**config.mk**
```make
export PLATFORM = sky130hd
export DESIGN_NAME = hid_report_key_event_diff_unit_flat
export DESIGN_NICKNAME = d
export VERILOG_FILES = /design/src/design/hkd_pkg.sv /design/src/design/hkd_if.sv /design/src/design/hkd_front.sv /design/src/design/hkd_queue.sv /design/src/design/hkd_back.sv /design/src/design/hid_report_key_event_diff_unit.sv /design/src/flat_wrapper.sv
export SDC_FILE = /design/constraint.sdc
export NUM_CORES = 1
export LEC_CHECK = 0
export ABC_AREA = 1
export BUFFER_PORTS_ARGS = -buffer_cell sky130_fd_sc_hd__buf_4
export CAP_MARGIN = 20
export CORE_UTILIZATION = 45
export DETAILED_ROUTE_END_ITERATION = 16
export SLEW_MARGIN = 25
export SYNTH_ARGS = -nofsm -noshare
export SYNTH_HDL_FRONTEND = slang
export SYNTH_HIERARCHICAL = 1
export SYNTH_SLANG_ARGS = --single-unit
```
**constraint.sdc**
```tcl
create_clock -name clock -period 12 [get_ports clock]
set_input_delay 0.6 -clock clock [delete_from_list [all_inputs] [get_ports clock]]
set_output_delay 0.6 -clock clock [all_outputs]
set_load 0.02 [all_outputs]
```
**src/design/hkd_pkg.sv**
```systemverilog
// shared types and constants for the hid report key event diff block
package hkd_pkg;

   localparam int KEY_SLOTS_DEF = 6;
   localparam int IN_SLOTS      = 6;
   localparam int KEY_W         = 8;
   localparam int QUEUE_DEPTH   = 2;

   typedef logic [KEY_W-1:0] key_type;

   typedef enum logic {
      EVT_DOWN = 1'b0,
      EVT_UP   = 1'b1
   } evt_kind_type;

endpackage

```
**src/design/hkd_if.sv**
```systemverilog
// valid/ready channel interfaces for reports and key events
interface hkd_req_if;
   import hkd_pkg::*;
   logic    valid;
   logic    ready;
   logic    report_ok;
   key_type key_slot_0;
   key_type key_slot_1;
   key_type key_slot_2;
   key_type key_slot_3;
   key_type key_slot_4;
   key_type key_slot_5;

   modport source (
      output valid, report_ok, key_slot_0, key_slot_1, key_slot_2,
             key_slot_3, key_slot_4, key_slot_5,
      input  ready
   );
   modport sink (
      input  valid, report_ok, key_slot_0, key_slot_1, key_slot_2,
             key_slot_3, key_slot_4, key_slot_5,
      output ready
   );
endinterface

interface hkd_rsp_if;
   import hkd_pkg::*;
   logic    valid;
   logic    ready;
   logic    event_kind;
   key_type key_code;
   logic    last_event;

   modport source (
      output valid, event_kind, key_code, last_event,
      input  ready
   );
   modport sink (
      input  valid, event_kind, key_code, last_event,
      output ready
   );
endinterface

```
**src/design/hkd_front.sv**
```systemverilog
// front end: compares each report with the held keys and queues an event job
module hkd_front #(
   parameter int KEY_SLOTS = hkd_pkg::KEY_SLOTS_DEF,
   parameter int JOB_W     = 2 * KEY_SLOTS * (hkd_pkg::KEY_W + 1)
) (
   input  logic             clock,
   input  logic             reset,
   hkd_req_if.sink          req,
   output logic             push_valid,
   output logic [JOB_W-1:0] push_data,
   input  logic             push_ready
);
   import hkd_pkg::*;

   localparam int CNT_W = $clog2(KEY_SLOTS + 1);

   key_type                       held_ff [KEY_SLOTS];
   key_type                       held_in [KEY_SLOTS];
   key_type                       slot_all [IN_SLOTS];
   key_type                       now_key [KEY_SLOTS];
   logic    [CNT_W-1:0]           pos [KEY_SLOTS];
   logic    [KEY_SLOTS-1:0]       down_mask;
   logic    [KEY_SLOTS-1:0]       up_mask;
   logic    [2*KEY_SLOTS-1:0][KEY_W-1:0] job_codes;
   logic                          accept;
   logic                          hit;

   assign slot_all[0] = req.key_slot_0;
   assign slot_all[1] = req.key_slot_1;
   assign slot_all[2] = req.key_slot_2;
   assign slot_all[3] = req.key_slot_3;
   assign slot_all[4] = req.key_slot_4;
   assign slot_all[5] = req.key_slot_5;

   always_comb begin
      for (int i = 0; i < KEY_SLOTS; i++) begin
         now_key[i] = slot_all[i];
      end
   end

   // key-down per new slot, key-up per held entry
   always_comb begin
      down_mask = '0;
      up_mask   = '0;
      for (int i = 0; i < KEY_SLOTS; i++) begin
         hit = 1'b0;
         for (int j = 0; j < KEY_SLOTS; j++) begin
            if (held_ff[j] != '0 && held_ff[j] == now_key[i]) hit = 1'b1;
         end
         down_mask[i] = (now_key[i] != '0) && !hit;
         hit = 1'b0;
         for (int j = 0; j < KEY_SLOTS; j++) begin
            if (now_key[j] != '0 && now_key[j] == held_ff[i]) hit = 1'b1;
         end
         up_mask[i] = (held_ff[i] != '0) && !hit;
      end
   end

   // compaction of the nonzero new keys
   always_comb begin
      pos[0] = '0;
      for (int i = 1; i < KEY_SLOTS; i++) begin
         pos[i] = pos[i-1] + CNT_W'(now_key[i-1] != '0);
      end
      for (int j = 0; j < KEY_SLOTS; j++) begin
         held_in[j] = '0;
         for (int i = 0; i < KEY_SLOTS; i++) begin
            if (now_key[i] != '0 && pos[i] == CNT_W'(j)) held_in[j] = now_key[i];
         end
      end
   end

   always_comb begin
      for (int i = 0; i < KEY_SLOTS; i++) begin
         job_codes[i]             = now_key[i];
         job_codes[KEY_SLOTS + i] = held_ff[i];
      end
   end

   assign req.ready  = push_ready;
   assign accept     = req.valid && push_ready;
   assign push_valid = accept && req.report_ok && ((down_mask != '0) || (up_mask != '0));
   assign push_data  = {job_codes, up_mask, down_mask};

   always_ff @(posedge clock) begin
      if (reset) begin
         for (int i = 0; i < KEY_SLOTS; i++) held_ff[i] <= '0;
      end else if (accept && req.report_ok) begin
         held_ff <= held_in;
      end
   end

endmodule

```
**src/design/hkd_queue.sv**
```systemverilog
// small job queue between the front and back ends
module hkd_queue #(
   parameter int WIDTH = 8,
   parameter int DEPTH = hkd_pkg::QUEUE_DEPTH
) (
   input  logic             clock,
   input  logic             reset,
   input  logic             in_valid,
   output logic             in_ready,
   input  logic [WIDTH-1:0] in_data,
   output logic             out_valid,
   input  logic             out_ready,
   output logic [WIDTH-1:0] out_data
);

   localparam int PTR_W = (DEPTH > 1) ? $clog2(DEPTH) : 1;
   localparam int CNT_W = $clog2(DEPTH + 1);

   logic [WIDTH-1:0] entry_ff [DEPTH];
   logic [PTR_W-1:0] head_ff, head_in;
   logic [PTR_W-1:0] tail_ff, tail_in;
   logic [CNT_W-1:0] count_ff, count_in;
   logic             push;
   logic             pop;

   assign in_ready  = (count_ff != CNT_W'(DEPTH));
   assign out_valid = (count_ff != '0);
   assign out_data  = entry_ff[head_ff];
   assign push      = in_valid && in_ready;
   assign pop       = out_valid && out_ready;

   always_comb begin
      head_in  = head_ff;
      tail_in  = tail_ff;
      count_in = count_ff;
      if (push) tail_in = (tail_ff == PTR_W'(DEPTH - 1)) ? '0 : tail_ff + 1'b1;
      if (pop)  head_in = (head_ff == PTR_W'(DEPTH - 1)) ? '0 : head_ff + 1'b1;
      if (push && !pop) count_in = count_ff + 1'b1;
      if (pop && !push) count_in = count_ff - 1'b1;
   end

   always_ff @(posedge clock) begin
      if (reset) begin
         head_ff  <= '0;
         tail_ff  <= '0;
         count_ff <= '0;
      end else begin
         head_ff  <= head_in;
         tail_ff  <= tail_in;
         count_ff <= count_in;
      end
   end

   always_ff @(posedge clock) begin
      if (push) entry_ff[tail_ff] <= in_data;
   end

endmodule

```
**src/design/hkd_back.sv**
```systemverilog
// back end: walks a job's event mask and sends one event per beat
module hkd_back #(
   parameter int KEY_SLOTS = hkd_pkg::KEY_SLOTS_DEF,
   parameter int JOB_W     = 2 * KEY_SLOTS * (hkd_pkg::KEY_W + 1)
) (
   input  logic             clock,
   input  logic             reset,
   input  logic             pop_valid,
   output logic             pop_ready,
   input  logic [JOB_W-1:0] pop_data,
   hkd_rsp_if.source        rsp
);
   import hkd_pkg::*;

   localparam int EV_N = 2 * KEY_SLOTS;

   logic [EV_N-1:0]             mask_ff, mask_in;
   logic [EV_N-1:0][KEY_W-1:0]  codes_ff;
   logic [EV_N-1:0]             lowest;
   logic [EV_N-1:0]             new_mask;
   logic [EV_N-1:0][KEY_W-1:0]  new_codes;
   key_type                     sel_code;
   logic                        is_last;
   logic                        emit;
   logic                        load;
   logic                        rsp_valid_ff;
   evt_kind_type                kind_ff, kind_in;
   key_type                     code_ff;
   logic                        last_ff;

   assign {new_codes, new_mask} = pop_data;

   // lowest set bit first: key-downs in slot order, then key-ups in held order
   assign lowest  = mask_ff & (~mask_ff + 1'b1);
   assign is_last = ((mask_ff & ~lowest) == '0);
   assign kind_in = (lowest[EV_N-1:KEY_SLOTS] != '0) ? EVT_UP : EVT_DOWN;

   always_comb begin
      sel_code = '0;
      for (int i = 0; i < EV_N; i++) begin
         if (lowest[i]) sel_code = sel_code | codes_ff[i];
      end
   end

   assign emit      = (mask_ff != '0) && (!rsp_valid_ff || rsp.ready);
   assign pop_ready = (mask_ff == '0) || (emit && is_last);
   assign load      = pop_valid && pop_ready;

   always_comb begin
      mask_in = mask_ff;
      if (load)      mask_in = new_mask;
      else if (emit) mask_in = mask_ff & ~lowest;
   end

   always_ff @(posedge clock) begin
      if (reset) begin
         mask_ff      <= '0;
         rsp_valid_ff <= 1'b0;
      end else begin
         mask_ff <= mask_in;
         if (emit)           rsp_valid_ff <= 1'b1;
         else if (rsp.ready) rsp_valid_ff <= 1'b0;
      end
   end

   always_ff @(posedge clock) begin
      if (load) codes_ff <= new_codes;
      if (emit) begin
         kind_ff <= kind_in;
         code_ff <= sel_code;
         last_ff <= is_last;
      end
   end

   assign rsp.valid      = rsp_valid_ff;
   assign rsp.event_kind = kind_ff;
   assign rsp.key_code   = code_ff;
   assign rsp.last_event = last_ff;

endmodule

```
**src/design/hid_report_key_event_diff_unit.sv**
```systemverilog
// top level of the hid report key event diff block
// A report is taken whenever the job queue has room; it is compared against
// the held keys at once, an ok report updates the held keys, and a report
// that changes anything queues one job. The back end sends that job's
// events one per cycle while the event output is not stalled, key-downs in
// slot order and then key-ups in held order, with last_event on the final
// one; a report with N changes gives N events (at most 2*KEY_SLOTS, 12 by
// default), and reports that are not ok or change nothing give no events.
// The two-entry job queue lets new reports come in while earlier events still drain.
module hid_report_key_event_diff_unit #(
   parameter int KEY_SLOTS = hkd_pkg::KEY_SLOTS_DEF
) (
   input  logic      clock,
   input  logic      reset,
   hkd_req_if.sink   req,
   hkd_rsp_if.source rsp
);
   import hkd_pkg::*;

   localparam int JOB_W = 2 * KEY_SLOTS * (KEY_W + 1);

   logic             push_valid;
   logic             push_ready;
   logic [JOB_W-1:0] push_data;
   logic             pop_valid;
   logic             pop_ready;
   logic [JOB_W-1:0] pop_data;

   hkd_front #(
      .KEY_SLOTS (KEY_SLOTS),
      .JOB_W     (JOB_W)
   ) u_front (
      .clock      (clock),
      .reset      (reset),
      .req        (req),
      .push_valid (push_valid),
      .push_data  (push_data),
      .push_ready (push_ready)
   );

   hkd_queue #(
      .WIDTH (JOB_W),
      .DEPTH (QUEUE_DEPTH)
   ) u_queue (
      .clock     (clock),
      .reset     (reset),
      .in_valid  (push_valid),
      .in_ready  (push_ready),
      .in_data   (push_data),
      .out_valid (pop_valid),
      .out_ready (pop_ready),
      .out_data  (pop_data)
   );

   hkd_back #(
      .KEY_SLOTS (KEY_SLOTS),
      .JOB_W     (JOB_W)
   ) u_back (
      .clock     (clock),
      .reset     (reset),
      .pop_valid (pop_valid),
      .pop_ready (pop_ready),
      .pop_data  (pop_data),
      .rsp       (rsp)
   );

endmodule

```
**src/flat_wrapper.sv**
```systemverilog
// flat-port wrapper written by rule: the top's interface ports become plain ports
module hid_report_key_event_diff_unit_flat import hkd_pkg::*;
#(
   parameter int KEY_SLOTS = hkd_pkg::KEY_SLOTS_DEF
)
  (clock, reset, req_valid, req_report_ok, req_key_slot_0, req_key_slot_1, req_key_slot_2, req_key_slot_3, req_key_slot_4, req_key_slot_5, req_ready, rsp_valid, rsp_event_kind, rsp_key_code, rsp_last_event, rsp_ready);
  hkd_req_if req_i ();
  hkd_rsp_if rsp_i ();
  input  logic clock;
  input  logic reset;
  input wire logic [$bits(req_i.valid)-1:0] req_valid;
  input wire logic [$bits(req_i.report_ok)-1:0] req_report_ok;
  input wire logic [$bits(req_i.key_slot_0)-1:0] req_key_slot_0;
  input wire logic [$bits(req_i.key_slot_1)-1:0] req_key_slot_1;
  input wire logic [$bits(req_i.key_slot_2)-1:0] req_key_slot_2;
  input wire logic [$bits(req_i.key_slot_3)-1:0] req_key_slot_3;
  input wire logic [$bits(req_i.key_slot_4)-1:0] req_key_slot_4;
  input wire logic [$bits(req_i.key_slot_5)-1:0] req_key_slot_5;
  output wire logic [$bits(req_i.ready)-1:0] req_ready;
  output wire logic [$bits(rsp_i.valid)-1:0] rsp_valid;
  output wire logic [$bits(rsp_i.event_kind)-1:0] rsp_event_kind;
  output wire logic [$bits(rsp_i.key_code)-1:0] rsp_key_code;
  output wire logic [$bits(rsp_i.last_event)-1:0] rsp_last_event;
  input wire logic [$bits(rsp_i.ready)-1:0] rsp_ready;
  assign req_i.valid = req_valid;
  assign req_i.report_ok = req_report_ok;
  assign req_i.key_slot_0 = req_key_slot_0;
  assign req_i.key_slot_1 = req_key_slot_1;
  assign req_i.key_slot_2 = req_key_slot_2;
  assign req_i.key_slot_3 = req_key_slot_3;
  assign req_i.key_slot_4 = req_key_slot_4;
  assign req_i.key_slot_5 = req_key_slot_5;
  assign req_ready = req_i.ready;
  assign rsp_valid = rsp_i.valid;
  assign rsp_event_kind = rsp_i.event_kind;
  assign rsp_key_code = rsp_i.key_code;
  assign rsp_last_event = rsp_i.last_event;
  assign rsp_i.ready = rsp_ready;
  hid_report_key_event_diff_unit #(.KEY_SLOTS(KEY_SLOTS)) u_core (.clock(clock), .reset(reset), .req(req_i), .rsp(rsp_i));
endmodule
```
### After elaboration in Yosys (flattened, before gate mapping)

Memories as Yosys holds them, arrays and structs flattened. A register that Yosys moved wholly into a read port is not among the register bits.
Cells that the tools add are included.

* register bits: 171
* bits in writable memories: 216
* logic and storage cells: 432
* memories kept: 1

Memories
* u_core.u_queue.entry_ff: words 2, bits a word 108, rd ports 1, clocked after memory_dff 1, write ports 1, line hkd_queue.sv:19 `logic [WIDTH-1:0] entry_ff [DEPTH];`

* add/sub/neg operators: 9
* equal/unequal tests: 93
* muxes and demuxes: 124
* bitwise gates (word level): 15
* reduce and logical (&&, ||, !) cells: 164

Operator list (number)
* 8-bit == test: 72
* 8-bit 2-to-1 mux: 39
* 1-bit logical AND: 119
* 8-bit nonzero test: 12
* 8-bit bitwise OR: 11
* 1-bit 2-to-1 mux: 81
* 12-bit AND: 2
* 12-bit zero test: 2
* 12-bit 2-to-1 mux: 2
* 12-bit inverter: 2
* 3-bit by 2-bit == test with 1-bit output, second input constant: 6
* 3-bit == test, second input constant: 6
* 6-bit nonzero test: 3
* 1-bit zero test: 15
* 3-bit zero test: 5
* 12-bit by 1-bit adder with 12-bit output, second input constant: 1
* 12-bit nonzero test: 1
* 3-bit by 1-bit == test with 1-bit output, second input constant: 3
* 2-bit nonzero test: 4
* 3-bit by 1-bit adder with 3-bit output: 2
* 2-bit by 3-bit == test with 1-bit output, second input constant: 2
* 2-bit == test, second input constant: 2
* 2-bit 2-to-1 mux: 2
* 2-bit by 1-bit adder with 3-bit output: 1
* 7 further kinds: 10

### Longest topological paths before layout

Gate-level depths: netlist (run 1).

* word-level depth: 26
* gate-level depth with buffers: 22
* gate-level depth less buffers: 21

### Hierarchy

The synthesis (run 1) kept the hierarchy.

Modules (own cells, without submodules)
* hkd_front: instances 1, cells each 1672, area an instance 9360.2 um^2, sequential area each 960.9 um^2
* hkd_queue: instances 1, cells each 374, area an instance 8104.0 um^2, sequential area each 6586.3 um^2
* hkd_back: instances 1, cells each 388, area an instance 4829.6 um^2, sequential area each 3443.3 um^2

### Worst setup path before layout (run 1)

OpenSTA, ideal clock, no wires.

* path type: input to register
* start: in req_key_slot_1[0]
* end: mem u_core/u_queue/entry_ff[0][0] in the netlist's numbering, enable pin
* setup time: 0.576 ns
* arrival time: 6.403 ns
* path slack: 5.021 ns
* stages on the path: 16
* cells stage by stage: buf_2 > inv_1 > nand3_1 > nor2_2 > inv_1 > nand3_1 > nand2_1 > nor2_1 > nand2_1 > nand2_1 > nor2_1 > nand3_1 > nand2_1 > inv_1 > nand2_1 > nor2_1

* longest elaborated chain between the ends: 16
* elaborated cells on any way between the ends: 82

RTL lines
* from (decl): line flat_wrapper.sv:14 `input wire logic [$bits(req_i.key_slot_1)-1:0] req_key_slot_1;`
* 8-bit == test: line hkd_front.sv:48, hkd_front.sv:53
* 1-bit logical AND: line hkd_front.sv:48 `if (held_ff[j] != '0 && held_ff[j] == now_key[i]) hit = 1'b1;`
* 1-bit 2-to-1 mux (6 in series): line hkd_front.sv:48
* 1-bit zero test: line hkd_front.sv:50 `down_mask[i] = (now_key[i] != '0) && !hit;`
* 1-bit logical AND: line hkd_front.sv:50
* 6-bit nonzero test: line hkd_front.sv:82 `assign push_valid = accept && req.report_ok && ((down_mask != '0) || (up_mask != '0));`
* 1-bit logical OR (*): line hkd_front.sv:82
* 1-bit logical AND (*): line hkd_front.sv:82
* named net u_core.push_valid: line hid_report_key_event_diff_unit.sv:22 `logic push_valid;`
* 1-bit logical AND (*): line hkd_queue.sv:29 `assign push = in_valid && in_ready;`
* 1-bit 2-to-1 mux (*): line hkd_queue.sv:55 `if (push) entry_ff[tail_ff] <= in_data;`
* 1-bit 2-to-1 mux (implied by the code) (*): line hkd_queue.sv:55
* to (decl): line hkd_queue.sv:19

The timed path passes the listed nets; every way through them passes the cells marked *.

### Worst setup path in the final report (run 1)

* start: reg u_core.u_front.held_ff (netlist bit u_core/u_front/push_data[89])
* end: mem u_core/u_queue/entry_ff[0][45] in the netlist's numbering, enable pin

* longest elaborated chain between the ends: 16
* elaborated cells on any way between the ends: 70

RTL lines
* from (decl): line hkd_front.sv:17 `key_type held_ff [KEY_SLOTS];`
* from (signal assigned): line hkd_front.sv:89 `held_ff <= held_in;`
* 8-bit == test: line hkd_front.sv:48, hkd_front.sv:53
* 1-bit logical AND: line hkd_front.sv:53 `if (now_key[j] != '0 && now_key[j] == held_ff[i]) hit = 1'b1;`
* 1-bit 2-to-1 mux (6 in series): line hkd_front.sv:53
* 1-bit zero test: line hkd_front.sv:55 `up_mask[i] = (held_ff[i] != '0) && !hit;`
* 1-bit logical AND: line hkd_front.sv:55
* 6-bit nonzero test: line hkd_front.sv:82
* 1-bit logical OR (*): line hkd_front.sv:82
* 1-bit logical AND (*): line hkd_front.sv:82
* named net u_core.push_valid: line hid_report_key_event_diff_unit.sv:22
* 1-bit logical AND (*): line hkd_queue.sv:29
* 1-bit 2-to-1 mux (*): line hkd_queue.sv:55
* 1-bit 2-to-1 mux (implied by the code) (*): line hkd_queue.sv:55

Marked as above.

==> results of run 1 <==
==> cells by family (layout without fill, tap and decap cells) <==
kind of cell             count (synthesis)  in the layout  synth area share
AO/OA/AOI/OAI                          294            294            0.0771
XOR/XNOR                               149            149            0.0589
adder cells (fa/ha/maj)                 12             12           0.00741
buffers and inverters                  411            368            0.0936
flip-flops                             388            388             0.493
multiplexers                           108            108            0.0579
other                                    0              1                 0
AND/OR/NAND/NOR                       1072           1072             0.212
==> placed cells by master, fill, tap and decap left out, drive strengths merged <==
master and n:
clkbuf 55, o21ai 166, bufinv 1, a221oi 10
nand3 118, xnor2 149, dfxtp 66, clkinv 24
nor2 177, a32o 6, a21boi 1, o211ai 24
nor4 1, a31oi 17, mux2 108, or2 1
nor3 23, nand2 678, o22ai 5, nand3b 2
fa 2, ha 10, o21bai 12, a21oi 46
edfxtp 322, inv 211, a211oi 6, nand4 72
o41ai 1, diode 1, buf 77
==> worst reg2reg max path, stage by stage (launching register included) <==
cell and delay [ns]:
dfxtp_1 0.82, inv_1 0.20, nand2_1 0.26, nor3_1 0.08, nand3_1 0.20, nand2_1 0.08, nor2_1 0.26, nand2_1 0.15
nand2_1 0.09, nor2_1 0.04, nand3_1 0.07, nand2_1 0.05, inv_1 0.12, nand2_1 0.18, nor2_4 0.51, buf_16 0.25
buf_4 0.77
==> through the flow <==
| stage | hold slack (ns) | worst slack (ns) | std cells |
|---|---|---|---|
| after floorplan | 0.420 | 5.02 | 2434 |
| after global placement | 0.480 | 7.05 | 2976 |
| after detailed placement | 0.496 | 6.98 | 2977 |
| after CTS | 0.330 | 7.45 | 3055 |
| after global routing | 0.344 | 7.19 | 3055 |
| final | 0.351 | 7.39 | 3056 |
==> metal layers <==
metal,wire [um],track usage,up-vias,share of wire
met4,2830,0.112,4,0.036
li1,-,-,7941,-
met3,6150,0.0455,179,0.077
met2,36600,0.509,871,0.46
met1,34100,0.431,8526,0.43
met5,26,0,-,0.00033
==> area by class of cell <==
type,instances,area [um^2],share of cell area
Timing Repair Buffer,77,598,0.0251
Antenna cell,1,2.50,0.000105
Clock inverter,23,166,0.00698
Multi-Input combinational cell,1635,9250,0.388
Tap cell,664,831,0.0349
Sequential cell,388,11000,0.461
Clock buffer,55,1150,0.0482
Inverter,213,847,0.0355
==> path summary, 6_finish.rpt <==
check,from,to,cells after the start
min reg2reg,u_core/u_queue/head_ff,u_core/u_queue/head_ff,2
max reg2reg,u_core/u_front/push_data[89],u_core/u_queue/entry_ff[0][45],16
max,u_core/u_front/push_data[89],u_core/u_queue/entry_ff[0][45],16
min,req_key_slot_0[0],u_core/u_queue/entry_ff[1][12],1
==> flip-flops by register name, indices dropped and copies added (netlist names), named ones only <==
name / cells
u_core/u_back/mask_ff: 12
u_core/u_back/rsp.key_code: 8
u_core/u_back/rsp.event_kind: 1
u_core/u_back/rsp.valid: 1
u_core/u_back/codes_ff: 96
u_core/u_front/push_data: 48
u_core/u_queue/count_ff: 2
u_core/u_queue/entry_ff: 216
u_core/u_back/rsp.last_event: 1
u_core/u_queue/tail_ff: 1
u_core/u_queue/head_ff: 1
==> power breakdown <==
group | switching (W) | total (W) | internal, W
clock network | 0.000538 | 0.00124 | 0.000703
logic | 0.000974 | 0.00150 | 0.000529
registers | 0.000242 | 0.00210 | 0.00186
total | 0.00175 | 0.00484 | 0.00309
==> results.cfg, run 1 <==
[run_status]
status = complete, no violations

[yosys]
synth-edff-count = 322
ys.flop_type = edfxtp_1
synth_top_area_share = 0.434
syn_area_um2 = 22300
synth_common_cells = 655 x nand2_1, 322 x edfxtp_1, 188 x inv_1, 166 x nor2_1, 148 x xnor2_1
async_flop_share = 0
ys_types = 52
yosysMostFrequentCell = nand2_1
synth_nets = 2499
ys_warn_count = 6
synth.yosys.seq_area_share = 0.493
synth_cells = 2434
postSynthAreaPerCell_um2 = 9.16
ys_ff_latch = 388
synth_top_cell_by_area = edfxtp_1
yosys-top-cells-area = edfxtp_1 43%, nand2_1 11%, dfxtp_1 5.9%

[clock_network]
clk_path_buf_depth = 3
clk_pin_slew_ns = 0.08
cts-resized-gates = 0
cts_buffers = 42
insertion_delay_ns = 0.59
htree_levels = 2
clock_sinks = 388
cts_setup_buffers = 0
root_buffer = clkbuf_16
cts_hold_buffers = 0
cts_tree = yes

[pwr]
p_leak_nw = 9.27
peakVddDrop_mv = 0.221
p_per_area_nw_per_um2 = 203
p_total_w = 0.00484

[global_routing]
grt_pass1_wl_um = 114000
grt_pass1_vias = 16700
grtUsageTotal = 0.315
grt.overflow.total = 0
grt_start_max_net_pins = 79
antenna_found_initial = 3

[sta]
rsz0062_at_grt = false
layout_min_cycle_time_ns = 4.61
hold_viol_final = 0
slew_headroom = 0.315
period_share = 0.384
slew_viol_final = 0
setup_tns_ns = 0
final.setup_skew_ns = 0.0502
clock.fmax_mhz = 217
worstMarginPinSlew_ns = 1.03
setup_viol = 0

[place]
numPortBuffers = 64
gp_congestion = 1.00
placed_area_um2 = 22500
dp_hpwl_um = 57500

[flow_run]
cap_violations = 0

[worst_setup_path]
path_class = reg2reg
cp.arrival_ns = 4.77
crit_fanout = 71
path_cells = inv_1, nand2_1, nor3_1, nand3_1, nand2_1, nor2_1, nand2_1, nand2_1, nor2_1, nand3_1, nand2_1, inv_1, nand2_1, nor2_4, buf_16, buf_4
worst_setup_path_end_kind = register
crit_top_cell = nand2_1
cp_slowest_cell = dfxtp_1
cp-start-kind = register
reg2reg_setup_slack_ns = 7.39
required_ns = 12.16
slowest_delay_ns = 0.82
cp_num_buf_inv = 4
cpLargestDelayFamily = simple AND/OR/NAND/NOR gates

[final_layout]
drive_above_1_share = 0.146
finalNetCount = 2422
post-route-util = 0.487
num-fill-cells = 4614
syn2layout_area_growth_pct = 6.91
design_area_um2 = 23800

[min_path]
hp-class = in2reg

[floorplan]
die-area_um2 = 50400
fp.coreArea_um2 = 49000
io_pins = 65
initial_core_util = 0.455
die_y_um = 225
fp-row-count = 81
die_x_um = 225

[detailed_routing]
drt_iter0_markers = 2180
num_vias = 17500
firstDrtPassIters = 6
drc = 0
post_drt_wl_per_cell_um = 26.1
drt-vias-per-instance = 5.73
antenna_left = 0
routed_wl_um = 79700
Note: power is estimated with default switching activity, not from simulation.
==> inputs of run 2 (changes only) <==
==> constraint.sdc (replaced) <==
create_clock -name clock -period 4.81 [get_ports clock]
set_input_delay 0.2405 -clock clock [delete_from_list [all_inputs] [get_ports clock]]
set_output_delay 0.2405 -clock clock [all_outputs]
set_load 0.02 [all_outputs]
==> run 2 against run 1 <==
Effect of this change:
- global-route usage up 0.64 points
- first-iteration DRC count up 0.28%
- core utilization up 1.1 points
- clock skew up 0.0014 ns
- routed wire length up 2.0%
- critical path type is now in2reg
- critical endpoint is now u_core/u_front/push_data[73]
- largest cell class unchanged
- highest routed layer is now met4
==> results.cfg, run 2 (synthesized netlist as in run 1, its figures left out) <==
[run_status]
status = complete, no violations

[worst_setup_path]
cp.arrival_ns = 4.81
path_class = in2reg
worst_setup_path_end_kind = register
cp-start-kind = primary input
required_ns = 5.28
crit_fanout = 13

[sta]
slew_headroom = 0.257
final.setup_skew_ns = 0.0516
clock.fmax_mhz = 231
setup_ws_ns = 0.473
worstMarginPinSlew_ns = 1.11
rsz0062_at_grt = false
slew_viol_final = 0
layout_min_cycle_time_ns = 4.34
period_share = 0.902
hold_viol_final = 0
setup_viol = 0

[clock_network]
cts_hold_buffers = 16
cts_setup_buffers = 0
clock_sinks = 388
insertion_delay_ns = 0.61
htree_levels = 2
cts_buffers = 43
cts-resized-gates = 0
clk_pin_slew_ns = 0.08
root_buffer = clkbuf_16
cts_tree = yes
clk_path_buf_depth = 3

[global_routing]
grtUsageTotal = 0.322
grt_pass1_wl_um = 116000
grt.overflow.total = 0
grt_pass1_vias = 16800
antenna_found_initial = 1
grt_start_max_net_pins = 78

[final_layout]
largest_reg_flops = 216
post-route-util = 0.498
finalNetCount = 2466
final_common_cell = nand2_1
top_register = u_core/u_queue/entry_ff
layout_common_cells = 655 x nand2_1, 322 x edfxtp_1, 187 x inv_1
syn2layout_area_growth_pct = 9.24
drive_above_1_share = 0.153

[detailed_routing]
drc = 0
post_drt_wl_per_cell_um = 26.2
num_vias = 17900
antenna_left = 0
routed_wl_um = 81200
drt-vias-per-instance = 5.78
drt_iter0_markers = 2186
firstDrtPassIters = 8

[pwr]
p_per_area_nw_per_um2 = 508
p_leak_nw = 9.50
peakVddDrop_mv = 0.340

[place]
dpl_worst_slack_ns = 0.541
dp_hpwl_um = 58300
gp_congestion = 1.03
numPortBuffers = 64

[floorplan]
initial_core_util = 0.455
fp.coreArea_um2 = 49000
die-area_um2 = 50400
fp-row-count = 81
io_pins = 65
die_y_um = 225
die_x_um = 225

[flow_run]
cap_violations = 0

[min_path]
hp-class = in2reg
==> run 2: per-layer routing <==
metal / vias to the layer above / track usage / part of all wire
met2: 1009 / 0.507 / 0.45
met4: 0 / 0.146 / 0.049
met5: - / 0 / 0
li1: 8035 / - / -
met3: 224 / 0.0623 / 0.094
met1: 8663 / 0.428 / 0.41
==> run 2: area by class of cell <==
cell class                      instances  area (um^2)
Inverter                              213          847
Multi-Input combinational cell       1635         9240
Clock buffer                           53         1160
Timing Repair Buffer                  120         1050
Fill cell                            4529        24600
Antenna cell                            4         10.0
Sequential cell                       388        11000
Clock inverter                         23          218
Tap cell                              664          831
==> run 2: worst paths after layout <==
kind / startpoint / to / slack [ns] / cells past startpoint
min reg2reg: u_core/u_front/push_data[99] / u_core/u_queue/entry_ff[1][99] / 0.49 / 0
max reg2reg: u_core/u_front/push_data[64] / u_core/u_queue/entry_ff[0][10] / 0.76 / 17
min: req_key_slot_3[7] / u_core/u_queue/entry_ff[0][43] / 0.01 / 1
max: req_key_slot_2[4] / u_core/u_front/push_data[73] / 0.47 / 18
==> run 2: worst max-delay path: stages <==
cell           delay, ns
dlygate4sd3_1       0.54
buf_4               0.21
clkinv_4            0.11
nand2_1             0.10
nor3_2              0.06
nand2_4             0.20
inv_1               0.12
fa_1                0.63
inv_1               0.15
ha_1                0.25
fa_1                0.58
ha_1                0.27
xnor2_2             0.31
nand4_1             0.37
buf_4               0.30
o21ai_0             0.16
o21bai_1            0.13
a21oi_1             0.07
==> run 2: through the flow <==
| step | std cells | hold WS (ns) | power [W] | setup TNS [ns] | instance area (um^2) |
|---|---|---|---|---|---|
| final | 3100 | 0.0142 | 0.0124 | 0 | 24400 |
| after global routing | 3096 | 0.00961 | 0.0129 | 0 | 24300 |
| after CTS | 3096 | 0.0000634 | 0.0124 | 0 | 24300 |
| after detailed placement | 3004 | 0.479 | 0.00913 | 0 | 22800 |
| after global placement | 3004 | 0.474 | 0.00907 | 0 | 22800 |
| after floorplan | 2434 | 0.310 | 0.00778 | -390.82 | 22300 |
==> run 2: power breakdown <==
group	switching, W	total [W]	internal, W
Combinational	0.00251	0.00390	0.00139
Sequential	0.000575	0.00520	0.00463
Clock	0.00139	0.00326	0.00188
Total	0.00447	0.0124	0.00789
